<file path="src/design/ffcp_pkg.sv">
// Shared constants for the fixed frame command parser.
package ffcp_pkg;

    localparam int unsigned BYTE_W  = 8;
    localparam int unsigned VALUE_W = 16;
    localparam int unsigned POS_W   = 4;
    localparam int unsigned TALLY_W = 4;

    typedef logic [BYTE_W-1:0]  byte_t;
    typedef logic [POS_W-1:0]   pos_t;
    typedef logic [TALLY_W-1:0] tally_t;

    localparam byte_t HEADER_BYTE = 8'hFF;
    localparam byte_t TAIL_BYTE   = 8'hF0;

    // Frame byte positions.
    localparam pos_t POS_IDLE       = 4'd0;
    localparam pos_t POS_FIRST_DATA = 4'd2;
    localparam pos_t POS_MODE       = 4'd5;
    localparam pos_t POS_YAW_HI     = 4'd6;
    localparam pos_t POS_YAW_LO     = 4'd7;
    localparam pos_t POS_SPEED_HI   = 4'd8;
    localparam pos_t POS_SPEED_LO   = 4'd9;
    localparam pos_t POS_PITCH_HI   = 4'd10;
    localparam pos_t POS_PITCH_LO   = 4'd11;
    localparam pos_t POS_CHECK      = 4'd12;
    localparam pos_t POS_TAIL_1     = 4'd13;
    localparam pos_t POS_LAST       = 4'd14;

    // Largest tally: ten data bytes, all odd.
    localparam tally_t TALLY_MAX = 4'd10;

endpackage

</file>
<file path="src/design/fixed_frame_command_parser_core.sv">
// Fixed 15-byte command frame parser: header hunt, field capture, check and tail test.
//
//  channel | dir | handshake          | payload
//  --------+-----+--------------------+----------------------------------------------
//  in      | in  | in_valid/in_ready  | rx_byte[7:0]
//  out     | out | out_valid/out_ready| mode_byte[7:0], yaw_value, speed_value,
//          |     |                    | pitch_value (signed [15:0] each)
//
//  - One word per cycle unless the output stalls: a word is captured in the input
//    register, then the parser state advances and any result lands in the output register.
//  - A finished frame shows on out_valid once the parser has processed its last word.
//  - rst_n (async, low) returns the parser to header hunt with both registers empty.
//  - A stalled output blocks parser progress only when the input register is full;
//    in_ready then drops until the pending result is taken.
//  - Bad frames (check or tail mismatch) are dropped with no result word.
module fixed_frame_command_parser_core (
    input  logic               clk,
    input  logic               rst_n,
    input  logic               in_valid,
    output logic               in_ready,
    input  logic [7:0]         rx_byte,
    output logic               out_valid,
    input  logic               out_ready,
    output logic [7:0]         mode_byte,
    output logic signed [15:0] yaw_value,
    output logic signed [15:0] speed_value,
    output logic signed [15:0] pitch_value
);

    // Input register.
    logic              in_valid_reg;
    ffcp_pkg::byte_t   in_byte_reg;

    // Parser control state.
    logic              in_frame_reg,      in_frame_next;
    ffcp_pkg::pos_t    byte_position_reg, byte_position_next;
    logic              ff_seen_reg,       ff_seen_next;
    ffcp_pkg::tally_t  parity_tally_reg,  parity_tally_next;
    logic              tail_first_ok_reg, tail_first_ok_next;

    // Captured frame fields (written before use, no reset).
    ffcp_pkg::byte_t   mode_hold_reg;
    logic [15:0]       yaw_hold_reg;
    logic [15:0]       speed_hold_reg;
    logic [15:0]       pitch_hold_reg;
    ffcp_pkg::byte_t   check_hold_reg;

    // Output register.
    logic              out_valid_reg;
    ffcp_pkg::byte_t   mode_out_reg;
    logic signed [15:0] yaw_out_reg;
    logic signed [15:0] speed_out_reg;
    logic signed [15:0] pitch_out_reg;

    logic advance;      // parser consumes the word in the input register
    logic frame_end;
    logic frame_ok;

    assign advance  = in_valid_reg && (!out_valid_reg || out_ready);
    assign in_ready = !in_valid_reg || advance;

    // Positions outside 2..14 in a frame cannot occur; treat them as the end.
    assign frame_end = (byte_position_reg >= ffcp_pkg::POS_LAST)
                    || (byte_position_reg <  ffcp_pkg::POS_FIRST_DATA);
    assign frame_ok  = in_frame_reg
                    && (byte_position_reg == ffcp_pkg::POS_LAST)
                    && (check_hold_reg == {4'd0, parity_tally_reg})
                    && tail_first_ok_reg
                    && (in_byte_reg == ffcp_pkg::TAIL_BYTE);

    always_comb
    begin
        in_frame_next      = in_frame_reg;
        byte_position_next = byte_position_reg;
        ff_seen_next       = ff_seen_reg;
        parity_tally_next  = parity_tally_reg;
        tail_first_ok_next = tail_first_ok_reg;
        if (!in_frame_reg)
        begin
            // Header hunt: two 0xFF in a row open a frame.
            if (in_byte_reg == ffcp_pkg::HEADER_BYTE)
            begin
                if (ff_seen_reg)
                begin
                    ff_seen_next       = 1'b0;
                    in_frame_next      = 1'b1;
                    byte_position_next = ffcp_pkg::POS_FIRST_DATA;
                    parity_tally_next  = '0;
                end
                else
                begin
                    ff_seen_next = 1'b1;
                end
            end
            else
            begin
                ff_seen_next = 1'b0;
            end
        end
        else
        begin
            if (byte_position_reg >= ffcp_pkg::POS_FIRST_DATA
                && byte_position_reg <= ffcp_pkg::POS_PITCH_LO)
            begin
                parity_tally_next = parity_tally_reg + {3'd0, in_byte_reg[0]};
            end
            if (byte_position_reg == ffcp_pkg::POS_TAIL_1)
            begin
                tail_first_ok_next = (in_byte_reg == ffcp_pkg::TAIL_BYTE);
            end
            if (frame_end)
            begin
                in_frame_next      = 1'b0;
                byte_position_next = ffcp_pkg::POS_IDLE;
            end
            else
            begin
                byte_position_next = byte_position_reg + 4'd1;
            end
        end
    end

    always_ff @(posedge clk or negedge rst_n)
    begin
        if (!rst_n)
        begin
            in_valid_reg      <= 1'b0;
            in_frame_reg      <= 1'b0;
            byte_position_reg <= ffcp_pkg::POS_IDLE;
            ff_seen_reg       <= 1'b0;
            parity_tally_reg  <= '0;
            tail_first_ok_reg <= 1'b0;
            out_valid_reg     <= 1'b0;
        end
        else
        begin
            if (in_ready)
            begin
                in_valid_reg <= in_valid;
            end
            if (advance)
            begin
                in_frame_reg      <= in_frame_next;
                byte_position_reg <= byte_position_next;
                ff_seen_reg       <= ff_seen_next;
                parity_tally_reg  <= parity_tally_next;
                tail_first_ok_reg <= tail_first_ok_next;
            end
            if (advance && frame_ok)
            begin
                out_valid_reg <= 1'b1;
            end
            else if (out_ready)
            begin
                out_valid_reg <= 1'b0;
            end
        end
    end

    // Datapath registers.
    always_ff @(posedge clk)
    begin
        if (in_ready && in_valid)
        begin
            in_byte_reg <= rx_byte;
        end
        if (advance && in_frame_reg)
        begin
            unique case (byte_position_reg)
                ffcp_pkg::POS_MODE:     mode_hold_reg        <= in_byte_reg;
                ffcp_pkg::POS_YAW_HI:   yaw_hold_reg[15:8]   <= in_byte_reg;
                ffcp_pkg::POS_YAW_LO:   yaw_hold_reg[7:0]    <= in_byte_reg;
                ffcp_pkg::POS_SPEED_HI: speed_hold_reg[15:8] <= in_byte_reg;
                ffcp_pkg::POS_SPEED_LO: speed_hold_reg[7:0]  <= in_byte_reg;
                ffcp_pkg::POS_PITCH_HI: pitch_hold_reg[15:8] <= in_byte_reg;
                ffcp_pkg::POS_PITCH_LO: pitch_hold_reg[7:0]  <= in_byte_reg;
                ffcp_pkg::POS_CHECK:    check_hold_reg       <= in_byte_reg;
                default: ;
            endcase
        end
        if (advance && frame_ok)
        begin
            mode_out_reg  <= mode_hold_reg;
            yaw_out_reg   <= yaw_hold_reg;
            speed_out_reg <= speed_hold_reg;
            pitch_out_reg <= pitch_hold_reg;
        end
    end

    assign out_valid   = out_valid_reg;
    assign mode_byte   = mode_out_reg;
    assign yaw_value   = yaw_out_reg;
    assign speed_value = speed_out_reg;
    assign pitch_value = pitch_out_reg;

    // Frame position stays inside the frame range (positions 2 to 14) while a frame is open.
    assert property (@(posedge clk) disable iff (!rst_n)
        in_frame_reg |-> (byte_position_reg >= ffcp_pkg::POS_FIRST_DATA
                          && byte_position_reg <= ffcp_pkg::POS_LAST))
        else $error("frame position out of range");

    // Hunting always parks the position at idle.
    assert property (@(posedge clk) disable iff (!rst_n)
        !in_frame_reg |-> (byte_position_reg == ffcp_pkg::POS_IDLE))
        else $error("position not idle while hunting");

    // Header flag is never left set inside a frame.
    assert property (@(posedge clk) disable iff (!rst_n)
        in_frame_reg |-> !ff_seen_reg)
        else $error("header flag set inside frame");

    // Tally cannot exceed the count of data bytes.
    assert property (@(posedge clk) disable iff (!rst_n)
        parity_tally_reg <= ffcp_pkg::TALLY_MAX)
        else $error("parity tally overflow");

    // A new result only follows a processed last frame word.
    assert property (@(posedge clk) disable iff (!rst_n)
        $rose(out_valid_reg) |-> $past(advance && in_frame_reg
                                       && byte_position_reg == ffcp_pkg::POS_LAST))
        else $error("result without frame end");

endmodule
</file>
<file path="config.mk">
export PLATFORM = sky130hd
export DESIGN_NAME = fixed_frame_command_parser_core
export DESIGN_NICKNAME = d
export VERILOG_FILES = /design/src/design/ffcp_pkg.sv /design/src/design/fixed_frame_command_parser_core.sv
export SDC_FILE = /design/constraint.sdc
export NUM_CORES = 1
export LEC_CHECK = 0
export BUFFER_PORTS_ARGS = -buffer_cell sky130_fd_sc_hd__buf_2
export CAP_MARGIN = 20
export CORE_ASPECT_RATIO = 1.5
export CORE_MARGIN = 4
export CORE_UTILIZATION = 56
export DETAILED_ROUTE_END_ITERATION = 6
export PLACE_DENSITY = 0.81
export SLEW_MARGIN = 20
export SYNTH_ARGS = -nofsm -noshare
export SYNTH_HDL_FRONTEND = slang
export SYNTH_SLANG_ARGS = --single-unit
</file>
<file path="constraint.sdc">
create_clock -name clk -period 3.85 [get_ports clk]
set_input_delay 0.5775 -clock clk [delete_from_list [all_inputs] [get_ports clk]]
set_output_delay 0.5775 -clock clk [all_outputs]
set_load 0.02 [all_outputs]
</file>
==> reports/results.txt <==
Clock latency on the worst-skew pair - 0.41 ns
Unrepaired setup endpoints after global routing - no
Slew margin rel. - 0.500
Comb power frac - 0.006
Detail Placement HPWL - 5.33 mm
CP startpoint kind - register
Sw frac - 0.177
Power per cell area - 610 nW/µm²
First-pass GRT wire length - 14.2 mm
Avg WL per Cell - 20.8 µm
Port bufs - 69
Fin area - 6040 µm²
Internal power - 0.00303 W
Slew at the pin closest to its max-slew limit - 0.747 ns
FF-to-FF path depth - 4
Setup Skew - 0.00863 ns
Final WS setup - 1.34 ns
Sequential share of the synthesized area - 0.867
Vias/cell - 5.61
Fin crit share - 0.653
Die area - 10,200 µm²
Initial core utilization - 0.571
GRT Total Usage - 0.194
Synth Register Bits - 141
Maximum vdd drop - 613 µV
GRT overflow - 0
Worst slack, placed - 1.37 ns
Hold_buf cts - 0
Vias in the first global route - 2,459
Syn avg cell area - 20.5 µm²
Hold Vio Cnt, Final - 0
Via count - 2,495
Initial antenna violation count - 0
WP data required - 3.95 ns
Leakage Power - 2.18 nW
Commonest non-fill, non-tap cell in the layout - edfxtp_1
Max_cap viols - 0
Layout cell share with drive strength beyond 1 - 0.331
Register share of total power - 0.460
CTS tree - done
Initial DRC count - 193
Area Overhead vs Synth - 25.6%
Final worst path period need - 2.51 ns
Clock root cell - clkbuf_16
Gpl congestion - 0.923
CP Capture Type - register
Setup TNS - 0 ns
Yosys warning total - 0
Dpl cell area - 5320 µm²
Fillers - 497
Area of the multi-input gates - 589 µm²
Cts bufs inserted - 17
Final Slew Violations - 0
WP data arrival - 2.61 ns
Hold crit path type - in2async
Net Switching - 0.000653 W
Synthesized area - 4810 µm²
Htree depth - 4
Net Count, Synth - 253
Clock transition at path regs - 0.06 ns
Final setup vio count - 0
Clock share of power - 0.533
Post-synth top area cell - edfxtp_1
Core area - 8410 µm²
Pin count of the biggest net entering global routing - 34
Status - completed
Site Rows - 41
Fmax - 398 MHz
Drt total wl - 9.27 mm
Clock Sink Count - 141
Gate Count Post-Synth - 235
Post-route ant nets - 0
Most frequent cells in the layout - 128 x edfxtp_1, 69 x buf_2, 17 x clkbuf_16
Final Non-Filler Cells - 445
Tot Pwr - 0.00369 W
Crit Path Max Fanout - 33
Die Height - 121 µm
Crit Path Category - reg2reg
# diodes - 0
DP Cell Count - 413
Clock tree buffer depth - 2
Nets - 343
Die width - 83.6 µm
FF/Latch Area - 4170 µm²
TritonRoute pass-1 iters - 5
I/O pin count - 70
Number of gates resized after cts - 0
Distinct cells, synth - 37
Yosys top cell area share - 0.800
Top cells by area, synth - edfxtp_1 80%, dfrtp_1 6.8%, ha_1 1.6%
Setup bufs post-CTS - 0
DRC - 0
metal layers:
metal	GRT usage	share of wire
met5	0	0
met4	0.103	0.030
met3	0.0564	0.069
met2	0.317	0.53
met1	0.235	0.38
power by group through the flow:
| stage | Sequential (W) | Clock (W) | Combinational [W] |
|---|---|---|---|
| floorplan | 0.00172 | 0 | 0.00000806 |
| global placement | 0.00173 | 0 | 0.0000216 |
| detailed placement | 0.00173 | 0 | 0.0000223 |
| CTS | 0.00170 | 0.00198 | 0.0000227 |
| global route | 0.00170 | 0.00208 | 0.0000253 |
| finish | 0.00170 | 0.00197 | 0.0000229 |
cell usage after synthesis:
library cell  number
clkbuf_1           1
o211ai_1           7
o31ai_1            1
nor3_1             3
or2_1              2
and2_1             3
nor2b_1            1
buf_2              1
o21ai_0            3
buf_6              1
dfrtp_1           13
ha_1               6
a21o_1             1
o21a_4             1
nor2_1             5
or4b_1             1
nand3b_1           2
or3_4              1
a21boi_0           1
nand3_1            4
xor2_1             4
o311ai_4           1
nand4_2            1
o21bai_1           1
a21oi_1            3
nand2_1            9
edfxtp_1         128
inv_1              9
nand4_1            4
nor4_1             6
a31oi_1            2
nand2b_1           3
and4_1             1
mux2_2             1
a22o_1             1
nor3b_1            1
or4_1              2
metrics by stage:
stage               hold slack (ns)   util
finish                       0.0551  0.718
global route                 0.0527  0.718
CTS                          0.0544  0.717
detailed placement            0.405  0.632
global placement              0.402  0.632
floorplan                     0.282      -
worst max-delay path, stage by stage, from the launching register on:
cell,delay [ns]
edfxtp_1,0.54
or4_1,0.55
nor2_1,0.13
and4_2,0.67
buf_12,0.29
final timing paths:
kind / startpoint / end / slack (ns)
worst max-delay path: in_byte_reg[1] / mode_byte[0] / 1.34
worst min-delay path: rst_n / byte_position_reg[1] / 0.06
worst max register to register: in_byte_reg[1] / mode_byte[0] / 1.34
worst min register to register: pitch_hold_reg[7] / pitch_value[7] / 0.42
max in group asynchronous: rst_n / parity_tally_reg[0] / 3.55
min in group clk: rx_byte[6] / in_byte_reg[6] / 0.34
area by class of cell:
| class | count | share of cell area |
|---|---|---|
| flip-flops and latches | 141 | 0.690 |
| multi-input cells | 82 | 0.0976 |
| clock buffers | 18 | 0.0711 |
| repair buffers | 74 | 0.0655 |
| clock inverters | 14 | 0.0477 |
| well taps | 107 | 0.0222 |
| inverters | 9 | 0.00559 |
kinds of logic (layout without fill, tap and decap cells):
| group | after synthesis | in the layout | synth area share |
|---|---|---|---|
| AO/OA/AOI/OAI | 22 | 22 | 0.0364 |
| XOR/XNOR | 4 | 4 | 0.00729 |
| adder cells (fa/ha/maj) | 6 | 6 | 0.0156 |
| buffers and inverters | 12 | 115 | 0.0112 |
| flip-flops | 141 | 141 | 0.867 |
| multiplexers | 1 | 1 | 0.00234 |
| AND/OR/NAND/NOR | 49 | 49 | 0.0596 |
Note: power is estimated with default switching activity, not from simulation.
